## src/hdl/assert_macros.svh

```systemverilog
// Assertion macros shared by the RTL of the Playfair digraph encryptor.
// Assumes a clock clk_i and an active-low reset rst_ni in the including scope.
`ifndef ASSERT_MACROS_SVH
`define ASSERT_MACROS_SVH

// Check a property on every clock edge outside reset
`define PFE_ASSERT(label, prop) \
  label: assert property (@(posedge clk_i) disable iff (!rst_ni) (prop)) \
    else $error("%m: check failed");

// Check that a condition in one cycle implies another in the next cycle
`define PFE_ASSERT_NEXT(label, pre, post) \
  `PFE_ASSERT(label, (pre) |=> (post))

`endif

```

## src/hdl/pfe_pkg.sv

```systemverilog
// Package for the Playfair digraph encryptor: letter codes, mode and register
// codes, the control word type and the microcode program. No dependencies.
package pfe_pkg;

  // Letter codes and square geometry
  localparam logic [4:0] LETTER_I   = 5'd8;
  localparam logic [4:0] LETTER_J   = 5'd9;
  localparam logic [4:0] LETTER_Z   = 5'd25;
  localparam logic [4:0] SPACE_CODE = 5'd26;
  localparam logic [4:0] CELLS      = 5'd25;
  localparam int unsigned NumCells   = 25;
  localparam int unsigned NumLetters = 26;

  // Reset values of the filler registers
  localparam logic [4:0] DOUBLED_RST = 5'd23;
  localparam logic [4:0] END_RST     = 5'd25;

  // Step counter width and step addresses
  localparam int unsigned PcW = 5;
  localparam logic [PcW-1:0] ST_IDLE     = 5'd0;
  localparam logic [PcW-1:0] ST_KEY      = 5'd1;
  localparam logic [PcW-1:0] ST_FIN      = 5'd2;
  localparam logic [PcW-1:0] ST_FIN_DONE = 5'd3;
  localparam logic [PcW-1:0] ST_MSG      = 5'd4;
  localparam logic [PcW-1:0] ST_MSG_BAD  = 5'd5;
  localparam logic [PcW-1:0] ST_MSG_HELD = 5'd6;
  localparam logic [PcW-1:0] ST_MSG_PAIR = 5'd7;
  localparam logic [PcW-1:0] ST_HOLD     = 5'd8;
  localparam logic [PcW-1:0] ST_END      = 5'd9;
  localparam logic [PcW-1:0] ST_END_PAIR = 5'd10;
  localparam logic [PcW-1:0] ST_P_RD_A   = 5'd11;
  localparam logic [PcW-1:0] ST_P_RD_B   = 5'd12;
  localparam logic [PcW-1:0] ST_P_LAT_B  = 5'd13;
  localparam logic [PcW-1:0] ST_P_CALC   = 5'd14;
  localparam logic [PcW-1:0] ST_P_RD_X   = 5'd15;
  localparam logic [PcW-1:0] ST_P_EMIT_X = 5'd16;
  localparam logic [PcW-1:0] ST_P_RD_Y   = 5'd17;
  localparam logic [PcW-1:0] ST_P_EMIT_Y = 5'd18;
  localparam logic [PcW-1:0] ST_SPACE    = 5'd19;

  // Item kinds carried in tuser
  typedef enum logic [1:0] {
    MODE_KEY    = 2'd0,
    MODE_FINISH = 2'd1,
    MODE_MSG    = 2'd2,
    MODE_END    = 2'd3
  } mode_e;

  // Configuration register indexes
  typedef enum logic {
    CFG_DOUBLED = 1'b0,
    CFG_END     = 1'b1
  } cfg_idx_e;

  // Jump conditions
  typedef enum logic [2:0] {
    COND_NEXT      = 3'd0,
    COND_ALWAYS    = 3'd1,
    COND_SPACE     = 3'd2,
    COND_BAD       = 3'd3,
    COND_NO_HOLD   = 3'd4,
    COND_WALK_MORE = 3'd5
  } cond_e;

  typedef enum logic {
    POS_P1 = 1'b0,
    POS_P2 = 1'b1
  } pos_sel_e;

  typedef enum logic {
    SQ_X = 1'b0,
    SQ_Y = 1'b1
  } sq_sel_e;

  typedef enum logic {
    SRC_SQUARE = 1'b0,
    SRC_SPACE  = 1'b1
  } emit_src_e;

  // One control word of the program
  typedef struct packed {
    cond_e           cond;
    logic [PcW-1:0]  target;
    logic            accept;
    logic            place;
    logic            walk;
    logic            hold;
    logic            pair_msg;
    logic            pair_end;
    pos_sel_e        pos_sel;
    logic            lat_a;
    logic            lat_b;
    logic            calc;
    sq_sel_e         sq_sel;
    logic            emit;
    emit_src_e       emit_src;
    logic            last;
  } ctl_t;

  // Clamp a register letter to z
  function automatic logic [4:0] sat_letter(logic [4:0] v);
    return (v > LETTER_Z) ? LETTER_Z : v;
  endfunction

  // Letter used for square lookup: clamp, then read j as i
  function automatic logic [4:0] lookup_letter(logic [4:0] v);
    logic [4:0] l;
    l = sat_letter(v);
    return (l == LETTER_J) ? LETTER_I : l;
  endfunction

  // Row of a square position
  function automatic logic [2:0] pos_row(logic [4:0] p);
    if (p >= 5'd20) begin
      return 3'd4;
    end else if (p >= 5'd15) begin
      return 3'd3;
    end else if (p >= 5'd10) begin
      return 3'd2;
    end else if (p >= 5'd5) begin
      return 3'd1;
    end
    return 3'd0;
  endfunction

  // Column of a square position
  function automatic logic [2:0] pos_col(logic [4:0] p);
    logic [4:0] r;
    logic [4:0] c;
    r = {2'b00, pos_row(p)};
    c = p - ((r << 2) + r);
    return (c > 5'd4) ? 3'd4 : c[2:0];
  endfunction

  // Step one row or column with wraparound
  function automatic logic [2:0] wrap_inc(logic [2:0] v);
    return (v == 3'd4) ? 3'd0 : v + 3'd1;
  endfunction

  // Position of a row and column
  function automatic logic [4:0] cell_index(logic [2:0] r, logic [2:0] c);
    logic [4:0] rr;
    rr = {2'b00, r};
    return (rr << 2) + rr + {2'b00, c};
  endfunction

  // Entry step for each item kind
  function automatic logic [PcW-1:0] dispatch(logic [1:0] mode);
    logic [PcW-1:0] pc;
    unique case (mode)
      MODE_KEY:    pc = ST_KEY;
      MODE_FINISH: pc = ST_FIN;
      MODE_MSG:    pc = ST_MSG;
      MODE_END:    pc = ST_END;
      default:     pc = ST_IDLE;
    endcase
    return pc;
  endfunction

  // Microcode program
  function automatic ctl_t ucode(logic [PcW-1:0] pc);
    ctl_t c;
    c = '0;
    unique case (pc)
      ST_IDLE: begin
        c.accept = 1'b1;
      end
      ST_KEY: begin
        c.place  = 1'b1;
        c.cond   = COND_ALWAYS;
        c.target = ST_IDLE;
      end
      ST_FIN: begin
        c.place  = 1'b1;
        c.walk   = 1'b1;
        c.cond   = COND_WALK_MORE;
        c.target = ST_FIN;
      end
      ST_FIN_DONE: begin
        c.cond   = COND_ALWAYS;
        c.target = ST_IDLE;
      end
      ST_MSG: begin
        c.cond   = COND_SPACE;
        c.target = ST_SPACE;
      end
      ST_MSG_BAD: begin
        c.cond   = COND_BAD;
        c.target = ST_IDLE;
      end
      ST_MSG_HELD: begin
        c.cond   = COND_NO_HOLD;
        c.target = ST_HOLD;
      end
      ST_MSG_PAIR: begin
        c.pair_msg = 1'b1;
        c.cond     = COND_ALWAYS;
        c.target   = ST_P_RD_A;
      end
      ST_HOLD: begin
        c.hold   = 1'b1;
        c.cond   = COND_ALWAYS;
        c.target = ST_IDLE;
      end
      ST_END: begin
        c.cond   = COND_NO_HOLD;
        c.target = ST_IDLE;
      end
      ST_END_PAIR: begin
        c.pair_end = 1'b1;
        c.cond     = COND_ALWAYS;
        c.target   = ST_P_RD_A;
      end
      ST_P_RD_A: begin
        c.pos_sel = POS_P1;
      end
      ST_P_RD_B: begin
        c.pos_sel = POS_P2;
        c.lat_a   = 1'b1;
      end
      ST_P_LAT_B: begin
        c.lat_b = 1'b1;
      end
      ST_P_CALC: begin
        c.calc = 1'b1;
      end
      ST_P_RD_X: begin
        c.sq_sel = SQ_X;
      end
      ST_P_EMIT_X: begin
        c.sq_sel = SQ_X;
        c.emit   = 1'b1;
      end
      ST_P_RD_Y: begin
        c.sq_sel = SQ_Y;
      end
      ST_P_EMIT_Y: begin
        c.sq_sel = SQ_Y;
        c.emit   = 1'b1;
        c.last   = 1'b1;
        c.cond   = COND_ALWAYS;
        c.target = ST_IDLE;
      end
      ST_SPACE: begin
        c.emit     = 1'b1;
        c.emit_src = SRC_SPACE;
        c.last     = 1'b1;
        c.cond     = COND_ALWAYS;
        c.target   = ST_IDLE;
      end
      default: begin
        c.cond   = COND_ALWAYS;
        c.target = ST_IDLE;
      end
    endcase
    return c;
  endfunction

endpackage

```

## src/hdl/playfair_digraph_encryptor.sv

```systemverilog
// Channel    | Dir | Beat contents
// s_axis     | in  | tdata[4:0] symbol, tuser[1:0] mode
// m_axis     | out | tdata[4:0] out_symbol, tlast last
// cfg        | in  | cfg_idx_i register index, cfg_wdata_i[4:0] value
//
// One sequencer step per cycle. Finish is a walk over the alphabet. The letter pair
// of a message or of the end of message takes two reads each from the single-port
// position and square RAMs. A result step stalls while the output register is full
// and not taken. Reset clears the key state; no clearing pass.
// Depends on pfe_pkg, pfe_ram and assert_macros.svh.
module playfair_digraph_encryptor (
  input  logic       clk_i,
  input  logic       rst_ni,
  // input stream
  input  logic       s_axis_tvalid,
  output logic       s_axis_tready,
  input  logic [7:0] s_axis_tdata,   // [4:0] symbol, [7:5] zero
  input  logic [1:0] s_axis_tuser,   // [1:0] mode
  // output stream
  output logic       m_axis_tvalid,
  input  logic       m_axis_tready,
  output logic [7:0] m_axis_tdata,   // [4:0] out_symbol, [7:5] zero
  output logic       m_axis_tlast,
  // configuration writes
  input  logic       cfg_we_i,
  input  logic       cfg_idx_i,
  input  logic [4:0] cfg_wdata_i
);

  logic [pfe_pkg::PcW-1:0] pc_q, pc_d;
  pfe_pkg::ctl_t           ctl;

  logic [4:0]  doubled_q, end_q;
  logic [4:0]  letter_q;
  logic [25:0] used_q;
  logic [4:0]  fill_q;
  logic [4:0]  held_q;
  logic        held_valid_q;
  logic [4:0]  p1_q, p2_q;
  logic [4:0]  pos_a_q, pos_b_q;
  logic [4:0]  x_q, y_q;
  logic        m_valid_q;
  logic [4:0]  m_sym_q;
  logic        m_last_q;

  logic        accept;
  logic        out_free;
  logic        stall;
  logic        cond_hit;
  logic        used_bit;
  logic        place_ok;
  logic [4:0]  pos_addr, pos_rdata;
  logic [4:0]  sq_addr, sq_rdata;
  logic [4:0]  end_pick;
  logic [2:0]  r1, c1, r2, c2;
  logic [4:0]  x_d, y_d;

  // Decode the current step
  assign ctl           = pfe_pkg::ucode(pc_q);
  assign s_axis_tready = ctl.accept;
  assign accept        = s_axis_tvalid && ctl.accept;
  assign out_free      = !m_valid_q || m_axis_tready;
  assign stall         = ctl.emit && !out_free;

  // Evaluate the jump condition
  always_comb begin
    case (ctl.cond)
      pfe_pkg::COND_NEXT:      cond_hit = 1'b0;
      pfe_pkg::COND_ALWAYS:    cond_hit = 1'b1;
      pfe_pkg::COND_SPACE:     cond_hit = (letter_q == pfe_pkg::SPACE_CODE);
      pfe_pkg::COND_BAD:       cond_hit = (letter_q > pfe_pkg::SPACE_CODE);
      pfe_pkg::COND_NO_HOLD:   cond_hit = !held_valid_q;
      pfe_pkg::COND_WALK_MORE: cond_hit = (letter_q != pfe_pkg::LETTER_Z);
      default:                 cond_hit = 1'b1;
    endcase
  end

  // Advance the step counter
  always_comb begin
    if (ctl.accept) begin
      pc_d = accept ? pfe_pkg::dispatch(s_axis_tuser) : pc_q;
    end else if (stall) begin
      pc_d = pc_q;
    end else if (cond_hit) begin
      pc_d = ctl.target;
    end else begin
      pc_d = pc_q + 5'd1;
    end
  end

  // Place a letter into the square if it is new and there is room
  assign used_bit = (letter_q <= pfe_pkg::LETTER_Z) ? used_q[letter_q] : 1'b1;
  assign place_ok = ctl.place && (fill_q < pfe_pkg::CELLS) && !used_bit;

  // Second letter at end of message
  always_comb begin
    end_pick = pfe_pkg::sat_letter(end_q);
    if (end_pick == held_q) begin
      end_pick = pfe_pkg::sat_letter(doubled_q);
    end
  end

  // Cipher positions from the two square positions
  assign r1 = pfe_pkg::pos_row(pos_a_q);
  assign c1 = pfe_pkg::pos_col(pos_a_q);
  assign r2 = pfe_pkg::pos_row(pos_b_q);
  assign c2 = pfe_pkg::pos_col(pos_b_q);

  always_comb begin
    if (r1 == r2) begin
      x_d = pfe_pkg::cell_index(r1, pfe_pkg::wrap_inc(c1));
      y_d = pfe_pkg::cell_index(r2, pfe_pkg::wrap_inc(c2));
    end else if (c1 == c2) begin
      x_d = pfe_pkg::cell_index(pfe_pkg::wrap_inc(r1), c1);
      y_d = pfe_pkg::cell_index(pfe_pkg::wrap_inc(r2), c2);
    end else begin
      x_d = pfe_pkg::cell_index(r1, c2);
      y_d = pfe_pkg::cell_index(r2, c1);
    end
  end

  // RAM address selection
  assign pos_addr = ctl.place ? letter_q :
                    ((ctl.pos_sel == pfe_pkg::POS_P2) ? p2_q : p1_q);
  assign sq_addr  = ctl.place ? fill_q :
                    ((ctl.sq_sel == pfe_pkg::SQ_Y) ? y_q : x_q);

  pfe_ram #(
    .Width (5),
    .Depth (pfe_pkg::NumLetters)
  ) u_pos_ram (
    .clk_i   (clk_i),
    .we_i    (place_ok),
    .addr_i  (pos_addr),
    .wdata_i (fill_q),
    .rdata_o (pos_rdata)
  );

  pfe_ram #(
    .Width (5),
    .Depth (pfe_pkg::NumCells)
  ) u_square_ram (
    .clk_i   (clk_i),
    .we_i    (place_ok),
    .addr_i  (sq_addr),
    .wdata_i (letter_q),
    .rdata_o (sq_rdata)
  );

  // Control state: step counter, fillers, key bookkeeping, hold
  always_ff @(posedge clk_i or negedge rst_ni) begin
    if (!rst_ni) begin
      pc_q         <= pfe_pkg::ST_IDLE;
      doubled_q    <= pfe_pkg::DOUBLED_RST;
      end_q        <= pfe_pkg::END_RST;
      used_q       <= 26'(1) << pfe_pkg::LETTER_J;
      fill_q       <= '0;
      held_q       <= '0;
      held_valid_q <= 1'b0;
      m_valid_q    <= 1'b0;
    end else begin
      pc_q <= pc_d;
      if (cfg_we_i) begin
        case (cfg_idx_i)
          pfe_pkg::CFG_DOUBLED: doubled_q <= cfg_wdata_i;
          pfe_pkg::CFG_END:     end_q     <= cfg_wdata_i;
          default:              ;
        endcase
      end
      if (place_ok) begin
        used_q[letter_q] <= 1'b1;
        fill_q           <= fill_q + 5'd1;
      end
      if (ctl.hold) begin
        held_q       <= letter_q;
        held_valid_q <= 1'b1;
      end else if (ctl.pair_msg && (letter_q != held_q)) begin
        held_valid_q <= 1'b0;
      end else if (ctl.pair_end) begin
        held_valid_q <= 1'b0;
      end
      if (ctl.emit && out_free) begin
        m_valid_q <= 1'b1;
      end else if (m_axis_tready) begin
        m_valid_q <= 1'b0;
      end
    end
  end

  // Datapath registers
  always_ff @(posedge clk_i) begin
    if (accept) begin
      letter_q <= (s_axis_tuser == pfe_pkg::MODE_FINISH) ? 5'd0 : s_axis_tdata[4:0];
    end else if (ctl.walk) begin
      letter_q <= letter_q + 5'd1;
    end
    if (ctl.pair_msg) begin
      p1_q <= pfe_pkg::lookup_letter(held_q);
      p2_q <= (letter_q == held_q) ? pfe_pkg::lookup_letter(doubled_q)
                                   : pfe_pkg::lookup_letter(letter_q);
    end else if (ctl.pair_end) begin
      p1_q <= pfe_pkg::lookup_letter(held_q);
      p2_q <= pfe_pkg::lookup_letter(end_pick);
    end
    if (ctl.lat_a) begin
      pos_a_q <= pos_rdata;
    end
    if (ctl.lat_b) begin
      pos_b_q <= pos_rdata;
    end
    if (ctl.calc) begin
      x_q <= x_d;
      y_q <= y_d;
    end
    if (ctl.emit && out_free) begin
      m_sym_q  <= (ctl.emit_src == pfe_pkg::SRC_SPACE) ? pfe_pkg::SPACE_CODE : sq_rdata;
      m_last_q <= ctl.last;
    end
  end

  assign m_axis_tvalid = m_valid_q;
  assign m_axis_tdata  = {3'b000, m_sym_q};
  assign m_axis_tlast  = m_last_q;

`include "assert_macros.svh"

  `PFE_ASSERT(a_fill_range, fill_q <= pfe_pkg::CELLS)
  `PFE_ASSERT(a_j_never_free, used_q[pfe_pkg::LETTER_J])
  `PFE_ASSERT(a_held_letter, !held_valid_q || (held_q <= pfe_pkg::LETTER_Z))
  `PFE_ASSERT_NEXT(a_stall_holds_step, ctl.emit && m_valid_q && !m_axis_tready, $stable(pc_q))

endmodule

```

## src/hdl/pfe_ram.sv

```systemverilog
// Generic single-port RAM with registered read for the Playfair encryptor.
// No dependencies.
module pfe_ram #(
  parameter int unsigned Width = 8,
  parameter int unsigned Depth = 32
) (
  input  logic                     clk_i,
  input  logic                     we_i,
  input  logic [$clog2(Depth)-1:0] addr_i,
  input  logic [Width-1:0]         wdata_i,
  output logic [Width-1:0]         rdata_o
);

  logic [Width-1:0] mem_q [Depth];
  logic [Width-1:0] rdata_q;

  // Write on enable, read every cycle
  always_ff @(posedge clk_i) begin
    if (we_i) begin
      mem_q[addr_i] <= wdata_i;
    end
    rdata_q <= mem_q[addr_i];
  end

  assign rdata_o = rdata_q;

endmodule
```

## config.mk

```make
export PLATFORM = sky130hd
export DESIGN_NAME = playfair_digraph_encryptor
export DESIGN_NICKNAME = d
export VERILOG_FILES = /design/src/hdl/pfe_pkg.sv /design/src/hdl/playfair_digraph_encryptor.sv /design/src/hdl/pfe_ram.sv
export VERILOG_INCLUDE_DIRS = /design/src /design/src/hdl
export SDC_FILE = /design/constraint.sdc
export NUM_CORES = 1
export LEC_CHECK = 0
export ABC_AREA = 0
export BUFFER_PORTS_ARGS = -buffer_cell sky130_fd_sc_hd__buf_2
export CORE_ASPECT_RATIO = 0.75
export CORE_MARGIN = 3
export CORE_UTILIZATION = 52
export DETAILED_ROUTE_END_ITERATION = 12
export GPL_TIMING_DRIVEN = 0
export PLACE_DENSITY_LB_ADDON = 0.1
export SLEW_MARGIN = 20
export SYNTH_ARGS = -nofsm -noshare
export SYNTH_HDL_FRONTEND = slang
export SYNTH_SLANG_ARGS = --single-unit
```

## constraint.sdc

```tcl
create_clock -name clk_i -period 5.8 [get_ports clk_i]
set_input_delay 0.87 -clock clk_i [delete_from_list [all_inputs] [get_ports clk_i]]
set_output_delay 0.87 -clock clk_i [all_outputs]
set_load 0.1 [all_outputs]
```

==> results of run 1 <==
area by class of cell:
cell class	count	share of cell area (%)
flip-flops and latches	359	53.2
multi-input cells	822	33.3
clock buffers	49	5.43
well taps	442	2.82
plain buffers	63	1.87
clock inverters	17	1.28
repair buffers	34	1.09
inverters	48	0.920
per-stage QoR:
| stage | TNS, ns | cell area (µm²) |
|---|---|---|
| 3_5_place_dp | -0.427 | 18100 |
| 2_1_floorplan | 0 | 17400 |
| 5_1_grt | 0 | 19600 |
| 3_3_place_gp | -0.295 | 18100 |
| 4_1_cts | 0 | 19500 |
| 6_report | 0 | 19600 |
flip-flops by register name, summed over array words and instances (netlist names):
name / flops
x_q: 5
p2_q: 5
u_square_ram.mem_q: 125
fill_q: 5
m_sym_q: 5
m_axis_tvalid: 1
pc_q: 5
u_pos_ram.mem_q: 130
p1_q: 5
pos_b_q: 5
u_square_ram.rdata_o: 5
m_axis_tlast: 1
used_q: 26
end_q: 5
letter_q: 5
held_valid_q: 1
u_pos_ram.rdata_o: 5
y_q: 5
held_q: 5
doubled_q: 5
pos_a_q: 5
cell usage in the layout (no fill, tap or decap), types with 17 or more instances in the layout:
| master | n |
|---|---|
| a21oi_1 | 56 |
| nand2_1 | 89 |
| dfrtp_1 | 44 |
| buf_2 | 41 |
| nand3_1 | 39 |
| edfxtp_1 | 296 |
| clkbuf_16 | 39 |
| nor2_1 | 95 |
| and3_1 | 18 |
| nor3_1 | 22 |
| ha_1 | 53 |
| a22oi_1 | 18 |
| buf_4 | 20 |
| nor2b_1 | 17 |
| mux2_2 | 34 |
| o21ai_0 | 23 |
| mux2i_1 | 59 |
| xnor2_1 | 21 |
| clkbuf_1 | 27 |
| inv_1 | 46 |
| mux4_2 | 36 |
| a31o_2 | 19 |
worst max-delay path by stage:
stage               start      to  slack (ns)  cells after the start
4_1_cts        pos_a_q[3]  x_q[4]        0.06                     21
5_1_grt        pos_a_q[4]  x_q[4]        0.01                     23
2_1_floorplan  pos_a_q[1]  x_q[4]        0.58                     23
3_5_place_dp   pos_a_q[1]  x_q[4]       -0.41                     23
3_3_place_gp   pos_a_q[1]  x_q[4]       -0.29                     23
6_report       pos_a_q[4]  x_q[4]        0.32                     23
power breakdown:
group / switching, mW / internal (mW)
clock network: 0.978 / 1.56
registers: 0.412 / 3.42
logic: 2.38 / 1.43
total: 3.77 / 6.41
repair_timing:
item,4_1_cts,5_1_grt
hold buffers,0,0
setup endpoints to repair,2,2
gates resized for setup,8,11
gates cloned,0,0
endpoints found under the hold margin,0,0
buffers inserted,2,4
worst reg2reg max path, delay by kind of cell, from the launching register on:
kind                     cells  cell delay, ns
adder cells (fa/ha/maj)      5            1.40
AND/OR/NAND/NOR              6            1.39
AO/OA/AOI/OAI                6            1.25
flip-flops                   1            0.52
buffers and inverters        3            0.32
multiplexers                 2            0.28
XOR/XNOR                     1            0.18
per-layer routing:
| layer | wire, µm | vias to the layer above | GRT usage, % |
|---|---|---|---|
| li1 | - | 5080 | - |
| met1 | 19200 | 5420 | 36.3 |
| met2 | 17900 | 401 | 33.9 |
| met3 | 3230 | 53 | 4.52 |
| met4 | 738 | 0 | 5.60 |
| met5 | 0 | - | 0 |
cell families (layout without fill, tap and decap cells):
family | Yosys count | after routing | share of synthesized area [%]
other cells | 1 | 3 | 0.0215
simple gates | 346 | 346 | 9.87
compound gates | 243 | 243 | 9.92
mux | 132 | 132 | 10.5
xor+xnor | 34 | 34 | 1.71
fa+ha+maj | 64 | 64 | 5.01
buf+inv | 111 | 211 | 3.14
flops | 359 | 359 | 59.8
==> out/metrics.yaml, run 1 <==
synthesis:
  yosysTopAreaCellShare_pct: 51.0
  synth_area_leaders: "edfxtp_1, dfrtp_1, mux4_2, ha_1, mux2i_1"
  ys_ff_latch: 359
  ys_warn_count: 0
  synth-edff-count: 296
  ys_types: 90
  yosysSeqAreaShare_pct: 59.8
  synth_commonest_cells: "edfxtp_1, nor2_1, nand2_1, mux2i_1, a21oi_1"
  synth-main-ff-cell: "edfxtp_1"
  syn_avg_cell_area_um2: 13.5
  syn_inst: 1290
  mappedNetlistArea_mm2: 0.0174
  async_flop_share_pct: 14.8
  yosysTopAreaCell: "edfxtp_1"
  synth_most_common_cell: "edfxtp_1"
timing:
  rsz0062_at_grt: "false"
  hold_viol: 0
  fin_skew_ns: 0.0268
  fin_crit_sh_pct: 94.4
  holdWs_ns: 0.379
  slew_headroom_pct: 22.8
  worst_pin_slew_ns: 1.15
  finalSetupViolCount: 0
  maxSlewViolCount: 0
  max_freq_mhz: 183
  period_minus_slack_ns: 5.48
  setup_ws_ns: 0.323
clock_tree:
  clockRootBuffer: "clkbuf_16"
  clk_latency_ns: 0.54
  htreeDepth: 2
  path_clk_slew_ns: 0.06
  clock-sinks: 359
  cts_made_buffers: 36
  cts_tree: "built"
  clock_path_buffers: 3
floorplanning:
  die_area_mm2: 0.0358
  start_util_pct: 53.3
  rows: 57
  core-area_mm2: 0.0327
  io_pins: 32
  die_w_um: 217
  dieHeight_um: 165
placement:
  gp_congestion: 0.916
  dp.cells: 1761
  numPortBuffers: 25
  place_ws_ns: -0.413
  dpl.hpwl_um: 28400
finish:
  regArea_mm2: 0.0104
  antenna_cells: 0
  areaGrowthSynthToFinish_pct: 12.4
  final_cells: 1834
  drive_gt1_share_pct: 19.2
  multi_input_area_mm2: 0.00653
  nFillCells: 2594
  finish.utilization_pct: 60.0
  final_nets: 1448
routing:
  first_pass_iters: 5
  viasPerCell: 5.97
  drcViolationCount: 0
  wl_per_cell_um: 22.4
  dr_total_vias: 11000
  antenna_left: 0
  finalWirelength_um: 41000
  drt_iter0_drc: 1177
global_route:
  grt_pass1_vias: 10700
  grt_overflow: 0
  grt_pass1_wl_um: 63100
  grt_start_max_net_pins: 54
  grt_util_all_layers_pct: 23.3
  antenna_found_initial: 0
worst_setup_path:
  ff2ff_setup_slack_ns: 0.32
  crit_chain: "nor2_1 -> mux2i_1 -> o2bb2ai_4 -> ha_1 -> xor2_2 -> inv_1 -> ha_1 -> nand3b_1 -> a2111oi_1 -> o21ai_1 -> and2_1 -> clkbuf_1 -> or2_2 -> ha_1 -> mux2i_1 -> ha_1 -> inv_1 -> fa_1 -> nor2b_1 -> o21a_1 -> or3b_2 -> o311a_1 -> o21ai_1"
  r2r-end: "x_q[4]"
  cp_common_cell: "ha_1"
  crit_fanout: 7
  crit_family: "adder cells"
  crit_type: "reg -> reg"
  arrival_ns: 5.85
  worst-path-buf-inv: 3
  cp-start-kind: "flip-flop"
  rr_startpoint: "pos_a_q[4]"
  worstSetupEndpointType: "flip-flop"
  crit_required_ns: 6.17
  crit_path_max_incr_delay_ns: 0.52
  slowest_stage: "edfxtp_1"
  reg2regPathDepth: 23
pwr:
  irDropWorstVdd_v: 0.000339
  leakage_nw: 7.36
  p_per_area_mw_per_mm2: 520
  p_total_mw: 10.2
job:
  drv_cap: 0
min_path:
  hold_class: "in -> async"
run_status:
  status: "finished clean"
Note: power is estimated with default switching activity, not from simulation.
==> inputs of run 2 (changes only) <==
CTS_BUF_LIST = sky130_fd_sc_hd__clkbuf_8 sky130_fd_sc_hd__clkbuf_16   (was default)
==> out/metrics.yaml, run 2 (synthesis gave the netlist of run 1 again) <==
timing:
  maxSlewViolCount: 0  # unchanged
  max_freq_mhz: 183  # about the same
  setup_ws_ns: 0.323  # +0.000438 ns
  hold_viol: 0  # unchanged
  worst_pin_slew_ns: 1.16  # +0.0171 ns
  rsz0062_at_grt: "false"
  fin_skew_ns: 0.0268  # +0.0000715 ns
  fin_crit_sh_pct: 94.4  # about the same
  finalSetupViolCount: 0  # unchanged
  slew_headroom_pct: 21.6  # -1.2 points
  period_minus_slack_ns: 5.48  # -0.000438 ns
routing:
  drt-met1-wl_um: 19100  # -0.29%
  route.met3.wl_um: 3280  # +1.5%
  wl_per_cell_um: 22.3  # about the same
  highest_layer: "met4"
  antenna_left: 0  # unchanged
  drt_iter0_drc: 1179  # +0.17%
  finalWirelength_um: 41000  # about the same
  dr_total_vias: 11000  # -0.018%
  first_pass_iters: 5  # unchanged
  viasPerCell: 5.97  # about the same
  route.met2.wl_um: 17800  # -0.28%
  drcViolationCount: 0  # unchanged
clock_tree:
  htreeDepth: 2  # unchanged
  clock_path_buffers: 3  # unchanged
  cts_tree: "built"
  cts_made_buffers: 36  # unchanged
  hold_buffers: 0  # unchanged
  clk_latency_ns: 0.54  # about the same
  clock-sinks: 359  # unchanged
  clockRootBuffer: "clkbuf_16"
  path_clk_slew_ns: 0.06  # about the same
finish:
  final_common_cell: "edfxtp_1"
  top_regs: "u_pos_ram.mem_q: 130 flops, u_square_ram.mem_q: 125 flops, used_q: 26 flops"
  regMostFlops: "u_pos_ram.mem_q"
  mostFrequentLayoutCells: "edfxtp_1, nor2_1, nand2_1"
  antenna_cells: 0  # unchanged
  final_nets: 1448  # unchanged
  drive_gt1_share_pct: 19.2  # unchanged
  postLayoutCellArea_mm2: 0.0196  # unchanged
  areaGrowthSynthToFinish_pct: 12.4  # unchanged
  largest_reg_flops: 130  # unchanged
floorplanning:
  rows: 57  # unchanged
  start_util_pct: 53.3  # unchanged
  die_w_um: 217  # unchanged
  dieHeight_um: 165  # unchanged
  io_pins: 32  # unchanged
  core-area_mm2: 0.0327  # unchanged
  die_area_mm2: 0.0358  # unchanged
global_route:
  grt_overflow: 0  # unchanged
  grt_pass1_wl_um: 63100  # unchanged
  grt_util_all_layers_pct: 23.3  # unchanged
  grt_start_max_net_pins: 54  # unchanged
  grt_pass1_vias: 10700  # unchanged
  antenna_found_initial: 0  # unchanged
pwr:
  p_per_area_mw_per_mm2: 519  # -0.13%
  pwr-share-clk_pct: 24.9  # about the same
  irDropWorstVdd_v: 0.000339  # about the same
  swShare_pct: 37.0  # about the same
  pwr-share-seq_pct: 37.7  # about the same
  p_sw_mw: 3.76  # -0.12%
  leakage_nw: 7.38  # +0.28%
  p_int_mw: 6.40  # -0.14%
  combPwrFrac_pct: 37.4  # about the same
placement:
  dpl.hpwl_um: 28400  # unchanged
  place_ws_ns: -0.413  # unchanged
  placed_area_mm2: 0.0181  # unchanged
  gp_congestion: 0.916  # unchanged
  numPortBuffers: 25  # unchanged
worst_setup_path:
  rr_startpoint: "pos_a_q[4]"
  crit_fanout: 7  # unchanged
  arrival_ns: 5.85  # about the same
  r2r-end: "x_q[4]"
  worstSetupEndpointType: "flip-flop"
  cp-start-kind: "flip-flop"
  ff2ff_setup_slack_ns: 0.32  # about the same
  crit_type: "reg -> reg"
  crit_required_ns: 6.17  # about the same
  reg2regPathDepth: 23  # unchanged
run_status:
  status: "finished clean"
job:
  drv_cap: 0  # unchanged
min_path:
  hold_class: "in -> async"
run 2: through the flow:
step	std cells	total power, mW	hold WS [ns]	TNS, ns	util, %
CTS	1829	10.2	0.393	0	59.7
global placement	1759	7.57	0.436	-0.295	55.4
floorplan	1292	6.38	0.404	0	-
detailed placement	1761	7.63	0.441	-0.427	55.5
finish	1834	10.2	0.381	0	60.0
global route	1834	10.7	0.420	0	60.0
run 2: metal layers:
layer | up-vias | track usage, %
met2 | 405 | 33.9
li1 | 5080 | -
met4 | 0 | 5.60
met1 | 5409 | 36.3
met5 | - | 0
met3 | 58 | 4.52
run 2: final cells by class:
class                   count  area, µm²
well taps                 442        553
flip-flops and latches    359      10400
repair buffers             34        214
inverters                  48        180
fillers                  2594      13100
clock buffers              44       1040
clock inverters            22        270
multi-input cells         822       6530
plain buffers              63        367
run 2: worst max-delay path by stage:
stage,startpoint,end,slack (ns),cells past startpoint
after floorplan,pos_a_q[1],x_q[4],0.58,23
after global placement,pos_a_q[1],x_q[4],-0.29,23
after detailed placement,pos_a_q[1],x_q[4],-0.41,23
after CTS,pos_a_q[3],x_q[4],0.07,21
after global routing,pos_a_q[4],x_q[4],0.01,23
final,pos_a_q[4],x_q[4],0.32,23
run 2: power by group through the flow:
stage	combinational [mW]	clock (mW)	sequential, mW
2_1_floorplan	2.59	0	3.79
3_3_place_gp	3.66	0	3.92
3_5_place_dp	3.72	0	3.91
4_1_cts	3.74	2.57	3.85
5_1_grt	4.11	2.69	3.88
6_report	3.80	2.53	3.83
run 2: worst max-delay path: stages (launching register included):
cell       delay [ns]
edfxtp_1         0.52
nor2_1           0.13
mux2i_1          0.12
o2bb2ai_4        0.30
ha_1             0.25
xor2_2           0.18
inv_1            0.06
ha_1             0.32
nand3b_1         0.17
a2111oi_1        0.37
o21ai_1          0.19
and2_1           0.17
clkbuf_1         0.20
or2_2            0.34
ha_1             0.22
mux2i_1          0.16
ha_1             0.19
inv_1            0.06
fa_1             0.41
nor2b_1          0.13
o21a_1           0.15
or3b_2           0.44
o311a_1          0.13
o21ai_1          0.11
run 2: repair_timing:
item,4_1_cts,5_1_grt
endpoints found under the setup margin,2,2
gates resized for setup,8,11
pin swaps,0,0
buffers inserted,2,4
==> inputs of run 3 (changes only) <==
PLACE_DENSITY = 0.68   (was default)
PLACE_DENSITY_LB_ADDON = default   (was 0.1)
==> out/metrics.yaml, run 3 (synthesis gave the netlist of run 1 again) <==
run_status:
  status: "finished clean"
routing:
  antenna_left: 0  # unchanged
  dr_total_vias: 11200  # +2.0%
  viasPerCell: 6.06  # +1.5%
  wl_per_cell_um: 22.1  # -1.1%
  drt_iter0_drc: 1117  # -5.3%
  drcViolationCount: 0  # unchanged
  first_pass_iters: 6  # +1
  finalWirelength_um: 40700  # -0.59%
clock_tree:
  clock-sinks: 359  # unchanged
  cts_made_buffers: 36  # unchanged
  clockRootBuffer: "clkbuf_16"
  clock_path_buffers: 3  # unchanged
  clk_latency_ns: 0.54  # about the same
  path_clk_slew_ns: 0.07  # about the same
  hold_buffers: 0  # unchanged
  htreeDepth: 2  # unchanged
  cts_tree: "built"
placement:
  gp_congestion: 0.866  # -5.4%
  dpl.hpwl_um: 28000  # -1.5%
  numPortBuffers: 25  # unchanged
  place_ws_ns: -0.432  # -0.0196 ns
  placed_area_mm2: 0.0181  # about the same
global_route:
  grt_util_all_layers_pct: 23.1  # -0.21 points
  grt_overflow: 0  # unchanged
  antenna_found_initial: 0  # unchanged
  grt_start_max_net_pins: 54  # unchanged
  grt_pass1_vias: 10800  # +1.6%
  grt_pass1_wl_um: 63300  # +0.25%
pwr:
  pwr-share-clk_pct: 23.8  # -1.1 points
  pwr-share-seq_pct: 38.3  # +0.6 points
  p_sw_mw: 3.77  # +0.12%
  irDropWorstVdd_v: 0.000314  # -7.4%
  p_int_mw: 6.24  # -2.4%
  swShare_pct: 37.7  # +0.61 points
  leakage_nw: 7.39  # +0.16%
  p_per_area_mw_per_mm2: 511  # -1.5%
  p_total_mw: 10.0  # -1.5%
  combPwrFrac_pct: 37.9  # +0.5 points
finish:
  top_regs: "u_pos_ram.mem_q: 130 flops, u_square_ram.mem_q: 125 flops, used_q: 26 flops"
  areaGrowthSynthToFinish_pct: 12.5  # about the same
  final_common_cell: "edfxtp_1"
  regMostFlops: "u_pos_ram.mem_q"
  antenna_cells: 0  # unchanged
  drive_gt1_share_pct: 19.8  # +0.58 points
  postLayoutCellArea_mm2: 0.0196  # about the same
  nFillCells: 2562  # -1.2%
  mostFrequentLayoutCells: "edfxtp_1, nor2_1, nand2_1"
  final_nets: 1458  # +0.69%
  largest_reg_flops: 130  # unchanged
floorplanning:
  die_w_um: 217  # unchanged
  io_pins: 32  # unchanged
  rows: 57  # unchanged
  dieHeight_um: 165  # unchanged
  start_util_pct: 53.3  # unchanged
  die_area_mm2: 0.0358  # unchanged
  core-area_mm2: 0.0327  # unchanged
timing:
  fin_skew_ns: 0.0314  # +0.00456 ns
  max_freq_mhz: 179  # -2.1%
  maxSlewViolCount: 0  # unchanged
  finalSetupViolCount: 0  # unchanged
  fin_crit_sh_pct: 96.4  # +2.0 points
  hold_viol: 0  # unchanged
  slew_headroom_pct: 27.6  # +5.9 points
  worst_pin_slew_ns: 1.09  # -0.0782 ns
  setup_ws_ns: 0.206  # -0.116 ns
  holdWs_ns: 0.380  # -0.00147 ns
  period_minus_slack_ns: 5.59  # +0.116 ns
  fin_tns_setup_ns: 0  # unchanged
worst_setup_path:
  slowest_stage: "edfxtp_1"
  crit_chain: "buf_4 -> nor3b_2 -> o21bai_4 -> xor2_4 -> inv_1 -> ha_1 -> nand3b_1 -> a2111oi_0 -> o21ai_1 -> and2_1 -> clkbuf_1 -> or2_2 -> ha_1 -> mux2i_1 -> ha_1 -> inv_1 -> fa_1 -> nor2b_1 -> o21a_1 -> or3b_2 -> o311a_1 -> o21ai_1"
  cp-start-kind: "flip-flop"
  crit_type: "reg -> reg"
  r2r-end: "x_q[4]"
  arrival_ns: 5.96  # +0.11 ns
  worstSetupEndpointType: "flip-flop"
  crit_family: "simple AND/OR/NAND/NOR gates"
  reg2regPathDepth: 22  # -4.3%
  worst-path-buf-inv: 4  # +1
  rr_startpoint: "pos_a_q[3]"
  ff2ff_setup_slack_ns: 0.21  # -0.12 ns
  crit_required_ns: 6.17  # about the same
  crit_path_max_incr_delay_ns: 0.51  # about the same
  cp_common_cell: "ha_1"
  crit_fanout: 7  # unchanged
job:
  drv_cap: 0  # unchanged
min_path:
  hold_class: "in -> async"
[run 3: cell count changes in the layout (fill, tap and decap cells not counted), sizes merged]
cell,change
buf,+10
clkinv,+7
bufinv,-3
clkbuf,-2
clkinvlp,-2
[run 3: per-layer routing]
layer  vias up  global-route usage (%)  part of all wire (%)
met5         -                       0                     0
met4         0                    5.66                   1.6
met2       470                    35.2                    45
li1       5101                       -                     -
met3        50                    5.22                   8.5
met1      5551                    34.1                    45
[run 3: repair_timing]
item / CTS / global route
pin swaps: 0 / 3
endpoints found under the setup margin: 2 / 2
buffers inserted: 0 / 17
resized for setup: 11 / 11
[run 3: worst reg2reg max path, cell delays in order (launching register included)]
cell	delay, ns
edfxtp_1	0.51
buf_4	0.20
nor3b_2	0.29
o21bai_4	0.24
xor2_4	0.26
inv_1	0.07
ha_1	0.33
nand3b_1	0.17
a2111oi_0	0.39
o21ai_1	0.14
and2_1	0.15
clkbuf_1	0.21
or2_2	0.34
ha_1	0.22
mux2i_1	0.25
ha_1	0.22
inv_1	0.05
fa_1	0.39
nor2b_1	0.13
o21a_1	0.16
or3b_2	0.45
o311a_1	0.14
o21ai_1	0.14
[run 3: power by group through the flow]
stage / clock network, mW / registers, mW / logic (mW)
floorplan: 0 / 3.79 / 2.59
global placement: 0 / 3.92 / 3.61
detailed placement: 0 / 3.89 / 3.72
CTS: 2.40 / 3.84 / 3.74
global route: 2.52 / 3.89 / 4.10
finish: 2.38 / 3.83 / 3.80
[run 3: worst max-delay path by stage]
stage | start | to | slack, ns | cells past startpoint
after floorplan | pos_a_q[1] | x_q[4] | 0.58 | 23
after CTS | pos_b_q[3] | y_q[4] | 0.02 | 19
final | pos_a_q[3] | x_q[4] | 0.21 | 22
after global placement | pos_a_q[1] | x_q[4] | -0.40 | 23
after detailed placement | pos_a_q[1] | x_q[4] | -0.43 | 23
after global routing | pos_a_q[3] | x_q[4] | -0.06 | 22
[run 3: cell type report]
| class | instances | area [µm²] | area share, % |
|---|---|---|---|
| sequential | 359 | 10400 | 53.2 |
| multi-input combinational | 822 | 6560 | 33.5 |
| clock buffer | 42 | 1020 | 5.19 |
| tap | 442 | 553 | 2.82 |
| buffer | 63 | 367 | 1.87 |
| timing repair buffer | 44 | 285 | 1.46 |
| clock inverter | 24 | 204 | 1.04 |
| inverter | 48 | 180 | 0.920 |
[run 3: stage by stage]
| step | instances | utilization [%] |
|---|---|---|
| floorplan | 1292 | - |
| global placement | 1759 | 55.4 |
| detailed placement | 1761 | 55.5 |
| CTS | 1827 | 59.4 |
| global route | 1844 | 60.0 |
| finish | 1844 | 60.0 |
